--- src/pfs_pkg.sv ---
// Types and constants of the pulse frequency sweep unit.
// No dependencies; imported by every module of the block.
package pfs_pkg;

    // Highest frequency a sweep may write before the channel is switched off
    localparam logic [15:0] FREQ_MAX = 16'd2047;

    // Masks applied to the sweep register and its fields
    localparam logic [7:0] SWEEP_MASK  = 8'h7F;
    localparam logic [2:0] FIELD_MASK  = 3'h7;

    typedef enum logic [2:0] {
        OP_WRITE   = 3'd0,
        OP_READ    = 3'd1,
        OP_TRIGGER = 3'd2,
        OP_TICK    = 3'd3,
        OP_RESET   = 3'd4
    } pfs_op_t;

    typedef struct packed {
        logic [2:0]  operation;
        logic [7:0]  write_data;
        logic [10:0] channel_frequency;
    } pfs_in_t;

    typedef struct packed {
        logic [6:0]  read_data;
        logic        frequency_written;
        logic [10:0] new_frequency;
        logic        channel_disable;
    } pfs_out_t;

endpackage

--- src/pfs_core.sv ---
// Sweep state registers and the single-pass sweep step for one item.
// Depends on pfs_pkg.
module pfs_core
    import pfs_pkg::*;
(
    input  logic     clk,
    input  logic     rst_n,
    input  logic     advance,
    input  pfs_in_t  item,
    output pfs_out_t result
);

    logic [6:0]  sweep_reg,    sweep_next;
    logic [2:0]  counter_reg,  counter_next;
    logic [2:0]  shift_reg,    shift_next;
    logic        subtract_reg, subtract_next;
    logic [2:0]  period_reg,   period_next;
    logic [10:0] shadow_reg,   shadow_next;

    logic [2:0]  counter_inc;
    logic [10:0] delta;
    logic [11:0] sum;
    logic [10:0] diff;
    logic        written;
    logic        disable_chan;
    logic [10:0] new_freq;

    // Step datapath: shift, add and subtract against the shadow
    always_comb
    begin
        counter_inc = counter_reg + 3'd1;
        delta       = shadow_reg >> shift_reg;
        sum         = {1'b0, shadow_reg} + {1'b0, delta};
        diff        = shadow_reg - delta;
    end

    // Next state and result for the item leaving the input register
    always_comb
    begin
        sweep_next    = sweep_reg;
        counter_next  = counter_reg;
        shift_next    = shift_reg;
        subtract_next = subtract_reg;
        period_next   = period_reg;
        shadow_next   = shadow_reg;
        written       = 1'b0;
        disable_chan  = 1'b0;
        new_freq      = '0;

        unique case (item.operation)
            OP_WRITE:
            begin
                sweep_next = item.write_data[6:0] & SWEEP_MASK[6:0];
            end
            OP_TRIGGER:
            begin
                counter_next  = '0;
                shift_next    = sweep_reg[2:0] & FIELD_MASK;
                subtract_next = sweep_reg[3];
                period_next   = sweep_reg[6:4] & FIELD_MASK;
                shadow_next   = item.channel_frequency;
            end
            OP_RESET:
            begin
                // Clear the register, then trigger from the cleared value
                sweep_next    = '0;
                counter_next  = '0;
                shift_next    = '0;
                subtract_next = 1'b0;
                period_next   = '0;
                shadow_next   = item.channel_frequency;
            end
            OP_TICK:
            begin
                if (period_reg != 3'd0)
                begin
                    if (counter_inc >= period_reg)
                    begin
                        counter_next = '0;
                        if (shift_reg != 3'd0)
                        begin
                            if (subtract_reg)
                            begin
                                new_freq    = diff;
                                shadow_next = diff;
                                written     = 1'b1;
                            end
                            else if (sum[11] || ({4'b0, sum} > FREQ_MAX))
                            begin
                                disable_chan = 1'b1;
                            end
                            else
                            begin
                                new_freq    = sum[10:0];
                                shadow_next = sum[10:0];
                                written     = 1'b1;
                            end
                        end
                    end
                    else
                    begin
                        counter_next = counter_inc;
                    end
                end
            end
            OP_READ:
            begin
                sweep_next = sweep_reg;
            end
            default:
            begin
                sweep_next = sweep_reg;
            end
        endcase

        result.read_data         = sweep_next;
        result.frequency_written = written;
        result.new_frequency     = new_freq;
        result.channel_disable   = disable_chan;
    end

    // Commit state as the item moves to the result register
    always_ff @(posedge clk or negedge rst_n)
    begin
        if (!rst_n)
        begin
            sweep_reg    <= '0;
            counter_reg  <= '0;
            shift_reg    <= '0;
            subtract_reg <= 1'b0;
            period_reg   <= '0;
            shadow_reg   <= '0;
        end
        else if (advance)
        begin
            sweep_reg    <= sweep_next;
            counter_reg  <= counter_next;
            shift_reg    <= shift_next;
            subtract_reg <= subtract_next;
            period_reg   <= period_next;
            shadow_reg   <= shadow_next;
        end
    end

endmodule

--- src/pulse_frequency_sweep_unit.sv ---
// Top level of the pulse frequency sweep unit: input and result registers.
// Depends on pfs_pkg and pfs_core.
//
//   channel | handshake         | payload
//   --------+-------------------+-------------------
//   in      | in_valid/in_stall | pfs_in_t  in_data
//   out     | out_valid/out_stall | pfs_out_t out_data
//
// Each item passes from transfer in through the input register and then the
// result register; the sweep step sits between them.
// One item is accepted every cycle while the output is not stalled.
// Reset clears the sweep state and both valid flags.
// A stalled output holds its result; the input stalls only when the
// input register is full and cannot move on.
module pulse_frequency_sweep_unit
    import pfs_pkg::*;
(
    input  logic     clk,
    input  logic     rst_n,
    input  logic     in_valid,
    output logic     in_stall,
    input  pfs_in_t  in_data,
    output logic     out_valid,
    input  logic     out_stall,
    output pfs_out_t out_data
);

    logic     in_valid_reg;
    pfs_in_t  in_item_reg;
    logic     out_valid_reg;
    pfs_out_t out_item_reg;
    pfs_out_t result;
    logic     advance;
    logic     accept;

    // Move the held item on when the result register is free or draining
    assign advance  = in_valid_reg && (!out_valid_reg || !out_stall);
    assign in_stall = in_valid_reg && out_valid_reg && out_stall;
    assign accept   = in_valid && !in_stall;

    pfs_core u_core (
        .clk     (clk),
        .rst_n   (rst_n),
        .advance (advance),
        .item    (in_item_reg),
        .result  (result)
    );

    // Hold the incoming transfer
    always_ff @(posedge clk or negedge rst_n)
    begin
        if (!rst_n)
        begin
            in_valid_reg <= 1'b0;
        end
        else if (accept)
        begin
            in_valid_reg <= 1'b1;
        end
        else if (advance)
        begin
            in_valid_reg <= 1'b0;
        end
    end

    always_ff @(posedge clk)
    begin
        if (accept)
        begin
            in_item_reg <= in_data;
        end
    end

    // Register the result until the output transfer completes
    always_ff @(posedge clk or negedge rst_n)
    begin
        if (!rst_n)
        begin
            out_valid_reg <= 1'b0;
        end
        else if (advance)
        begin
            out_valid_reg <= 1'b1;
        end
        else if (!out_stall)
        begin
            out_valid_reg <= 1'b0;
        end
    end

    always_ff @(posedge clk)
    begin
        if (advance)
        begin
            out_item_reg <= result;
        end
    end

    assign out_valid = out_valid_reg;
    assign out_data  = out_item_reg;

endmodule

--- config.mk ---
export PLATFORM = sky130hd
export DESIGN_NAME = pulse_frequency_sweep_unit
export DESIGN_NICKNAME = d
export VERILOG_FILES = /design/src/pfs_pkg.sv /design/src/pfs_core.sv /design/src/pulse_frequency_sweep_unit.sv
export SDC_FILE = /design/constraint.sdc
export NUM_CORES = 1
export LEC_CHECK = 0
export ABC_CLOCK_PERIOD_IN_PS = 7420
export BUFFER_PORTS_ARGS = -buffer_cell sky130_fd_sc_hd__buf_2
export CAP_MARGIN = 20
export CORE_UTILIZATION = 34
export CTS_BUF_LIST = sky130_fd_sc_hd__clkbuf_16
export CTS_CLUSTER_SIZE = 16
export DETAILED_ROUTE_END_ITERATION = 10
export GPL_ROUTABILITY_DRIVEN = 0
export PLACE_DENSITY = 0.61
export SLEW_MARGIN = 20
export SYNTH_ARGS = -nofsm -noshare
export SYNTH_HDL_FRONTEND = slang
export SYNTH_SLANG_ARGS = --single-unit
--- constraint.sdc ---
create_clock -name clk -period 7.42 [get_ports clk]
set_clock_uncertainty 0.15 [all_clocks]
set_input_delay 1.484 -clock clk [delete_from_list [all_inputs] [get_ports clk]]
set_output_delay 1.484 -clock clk [all_outputs]
set_load 0.02 [all_outputs]
==> results.md <==
- Total congestion overflow: 0
- Diode count: 0
- Total power divided by cell area: 497.3 nW/um^2
- Floorplan die area: 12730 sq um
- Sequential cell area in the final layout: around 2000 sq um
- CTS Buffer Depth: 2
- Number of antenna violations at the first check in global routing: 0
- Maximum level of the CTS H-tree: 3
- ANT nets after route: 0
- Setup repair after global routing missed its margin: no
- Final slew viol count: 0
- Worst EP required: 7.33 ns
- Sum of buffers and inverters on the critical path: 0
- Final instance area: a little under 5000 sq um
- Number of vias in the routed layout: about 3000
- Critical path cell sequence: mux2_2 -> o21ai_0 -> nand2_1 -> o21ai_0 -> ha_1 -> nor2b_1 -> o311ai_1 -> a21oi_1 -> nor2_1 -> o21ai_0 -> or2_1 -> nor2_1
- WL/cell: roughly 15 um
- Final Power: between 0.002 and 0.0025 W
- Sort of element at the end of the critical path: flop
- Crit-path leading delay family: compound AO/OA/AOI/OAI gates
- Worst-case headroom to the max-slew limit: 40.31%
- Maximum VDD drop: around 0.00019 V
- Worst-skew pair later-pin latency: approximately 0.33 ns
- Clock transition at the registers of the reported paths: around 0.060 ns
- Total Negative Setup Slacks: 0 ns
- Slew at the pin closest to its max-slew limit: just under 0.9 ns
- Die boundary height: ~110 um
- Max FFs per register: 21
- Clk sinks: 71
- HPWL Detailed: approximately 6500 um
- Minimum setup slack in the final design: roughly 3.0 ns
- Post-Layout Cell Count: 589
- First drt pass iteration count: 4
- Maximum number of pins on one net before global-route repair: 31
- Highest-utilization routing layer at the global route stage: met2
- Cell with the biggest individual delay on the critical path: sky130_fd_sc_hd__dfrtp_1
- Buffer type at the clock tree root: sky130_fd_sc_hd__clkbuf_16
- Count of flip-flops with a built-in enable after synthesis: 41
- Met2 track demand over resource: approximately 23%
- Cell mode on critical path: sky130_fd_sc_hd__o21ai_0
- Async S/R FF share, synth: between 40% and 50%
- DRC violation count after routing: 0
- GR met3 Demand/Resource: under 10%
- Setup slack at placement: 3.049 ns
- Gr usage total: ~15%
- Status: finished clean
- Tcrit/Tclk final: 59.05%
- Horizontal die dimension: between 100 and 150 um
- Combined area of the multi-input logic cells: between 2000 and 2500 sq um
- Number of top-level design ports: 48
- CTS hold repair buffers: 0
- Number of max-cap violations: 0
- Maximum fanout encountered on the critical timing path: 16
- Area of the mapped netlist: about 4200 sq um
- Number of CTS-inserted buffers: 9
- Clock tree from TritonCTS: built
- # setup viols final: 0
- Syn Nets: 454
- Number of gates resized after cts: 0
- Number of setup buffers added after CTS: 0
- Highest cell delay on the worst timing path: roughly 0.75 ns
- Hold Path Class: reg -> reg
- Number of register bits inferred by synthesis: just over 70
- Wire length reported by the detailed router: 8819 um
- Shortest period the worst path allows: around 4.4 ns
- Critical Path Source Type: flop
- Quantity of I/O buffers inserted on ports: between 40 and 50
- Syn Inst Count: ~400
- Leakage: ~2.1 nW
- Cell total after placement: 573
- Achievable Freq: between 0.2 and 0.25 GHz
- Cell variety after synth: 57
- Yosys warns: 0
- Post-detailed-route via-to-cell ratio: around 5.1
- Area post-placement: between 4000 and 5000 sq um
- Wire length of the first global-routing pass: approximately 15000 um
- Fill cell count: roughly 1200
- Seq/Total Area, Yosys: a little under half
- Critical Setup Path Class: reg -> reg
- Row cnt: 40
- Number of failing hold endpoints at the final stage: 0
- NumNets Final: roughly 500
- Area growth syn-to-layout: 15.07%
- Core Footprint: between 10000 and 15000 sq um
- Mapped Avg Cell Area: roughly 10 sq um
- Met1 track utilization from global routing: 20.54%
- Data arrival time at the worst-slack endpoint: roughly 4.3 ns
- Starting density of the core: 34.76%
- DRC violation total after the first TritonRoute iteration: about 160
- Number of global-route vias before repair: approximately 2900
- Fraction of layout instances using a drive strength above 1: between 10% and 20%
- Leading register cell type out of synthesis: sky130_fd_sc_hd__edfxtp_1
[routing by layer]
metal / vias to the layer above / wire length (um)
met5: - / 0
li1: 1502 / -
met2: 69 / 4036
met1: 1439 / 4249
met3: 11 / 394
met4: 0 / 140
[cells by family after synthesis]
kind of cell             count (synthesis)  synth area share (%)
adder cells (fa/ha/maj)                 29                 9.050
multiplexers                            29                 8.301
XOR/XNOR                                12                 2.517
AND/OR/NAND/NOR                        120                 14.05
AO/OA/AOI/OAI                           95                 14.24
flip-flops                              71                 47.47
buffers and inverters                   43                 4.375
[power breakdown]
group | leakage [nW] | switching (W) | internal, W | total [W]
clock network | 0.146 | 0.000159 | 0.000257 | 0.000416
logic | 1.14 | 0.000781 | 0.000562 | 0.00134
registers | 0.780 | 0.000125 | 0.000505 | 0.000630
[metrics by stage]
step	hold slack, ns	utilization, %
6_report	0.3342	40.00
5_1_grt	0.3778	40.00
4_1_cts	0.3395	39.99
3_5_place_dp	0.3309	37.56
3_3_place_gp	0.3166	37.56
2_1_floorplan	0.2934	-
[cells in the final DEF, fill, tap and decap left out, types with 4 or more instances in the layout]
cell type	Yosys	layout
sky130_fd_sc_hd__dfrtp_1	30	30
sky130_fd_sc_hd__xnor2_1	8	8
sky130_fd_sc_hd__a21oi_1	16	16
sky130_fd_sc_hd__xor2_1	4	4
sky130_fd_sc_hd__nand2b_1	17	17
sky130_fd_sc_hd__o21ai_0	39	39
sky130_fd_sc_hd__edfxtp_1	41	41
sky130_fd_sc_hd__o31ai_1	4	4
sky130_fd_sc_hd__inv_1	22	24
sky130_fd_sc_hd__clkbuf_16	0	9
sky130_fd_sc_hd__mux2_2	15	15
sky130_fd_sc_hd__nand2_1	42	42
sky130_fd_sc_hd__nor2_1	27	27
sky130_fd_sc_hd__a211oi_1	11	11
sky130_fd_sc_hd__nor2b_1	5	5
sky130_fd_sc_hd__mux2i_1	11	11
sky130_fd_sc_hd__nor3_1	4	4
sky130_fd_sc_hd__a21o_1	4	4
sky130_fd_sc_hd__buf_2	2	46
sky130_fd_sc_hd__ha_1	27	27
[synth_stat cells, types with 2 or more instances]
master / n / area share, %
sky130_fd_sc_hd__buf_6: 2 / 0.54
sky130_fd_sc_hd__xnor2_1: 8 / 1.7
sky130_fd_sc_hd__fa_1: 2 / 0.96
sky130_fd_sc_hd__a22o_1: 2 / 0.42
sky130_fd_sc_hd__clkbuf_1: 14 / 1.3
sky130_fd_sc_hd__inv_1: 22 / 2.0
sky130_fd_sc_hd__o21ai_0: 39 / 4.7
sky130_fd_sc_hd__nand4_1: 3 / 0.45
sky130_fd_sc_hd__o22a_1: 2 / 0.42
sky130_fd_sc_hd__and2_1: 4 / 0.60
sky130_fd_sc_hd__o31ai_1: 4 / 0.72
sky130_fd_sc_hd__xor2_1: 4 / 0.84
sky130_fd_sc_hd__or2_2: 2 / 0.30
sky130_fd_sc_hd__buf_2: 2 / 0.24
sky130_fd_sc_hd__mux2_2: 15 / 4.0
sky130_fd_sc_hd__o211ai_1: 2 / 0.36
sky130_fd_sc_hd__edfxtp_1: 41 / 29
sky130_fd_sc_hd__nand2b_1: 17 / 2.5
sky130_fd_sc_hd__nand2_1: 42 / 3.8
sky130_fd_sc_hd__dfrtp_1: 30 / 18
sky130_fd_sc_hd__nand3_1: 3 / 0.36
sky130_fd_sc_hd__nor2_1: 27 / 2.4
sky130_fd_sc_hd__or3_1: 3 / 0.45
sky130_fd_sc_hd__a21o_1: 4 / 0.72
sky130_fd_sc_hd__nor4b_1: 2 / 0.42
sky130_fd_sc_hd__mux4_2: 3 / 1.6
sky130_fd_sc_hd__ha_1: 27 / 8.1
sky130_fd_sc_hd__nor2b_1: 5 / 0.75
sky130_fd_sc_hd__a211oi_1: 11 / 2.0
sky130_fd_sc_hd__a41oi_1: 2 / 0.42
sky130_fd_sc_hd__a21oi_1: 16 / 1.9
sky130_fd_sc_hd__nor3_1: 4 / 0.48
sky130_fd_sc_hd__mux2i_1: 11 / 2.6
[area by class of cell]
type                    instances  share of cell area (%)
clock buffers                   9                   4.687
multi-input cells             285                   42.11
clock inverters                 7                   1.380
repair buffers                 47                   4.948
flip-flops and latches         71                   41.25
inverters                      23                   1.797
well taps                     147                   3.828
[path summary, 6_finish.rpt]
| kind | start | endpoint | slack [ns] | cells after the start |
|---|---|---|---|---|
| max | u_core.shift_reg[1] | out_data[10] | 3.04 | 12 |
| min | in_valid_reg | out_valid | 0.33 | 1 |
| max reg2reg | u_core.shift_reg[1] | out_data[10] | 3.04 | 12 |
| min reg2reg | in_valid_reg | out_valid | 0.33 | 1 |
| max in group asynchronous | rst_n | u_core.shadow_reg[3] | 5.63 | 1 |
| min in group asynchronous | rst_n | u_core.sweep_reg[4] | 1.04 | 1 |
(Power assumes the default switching activity.)
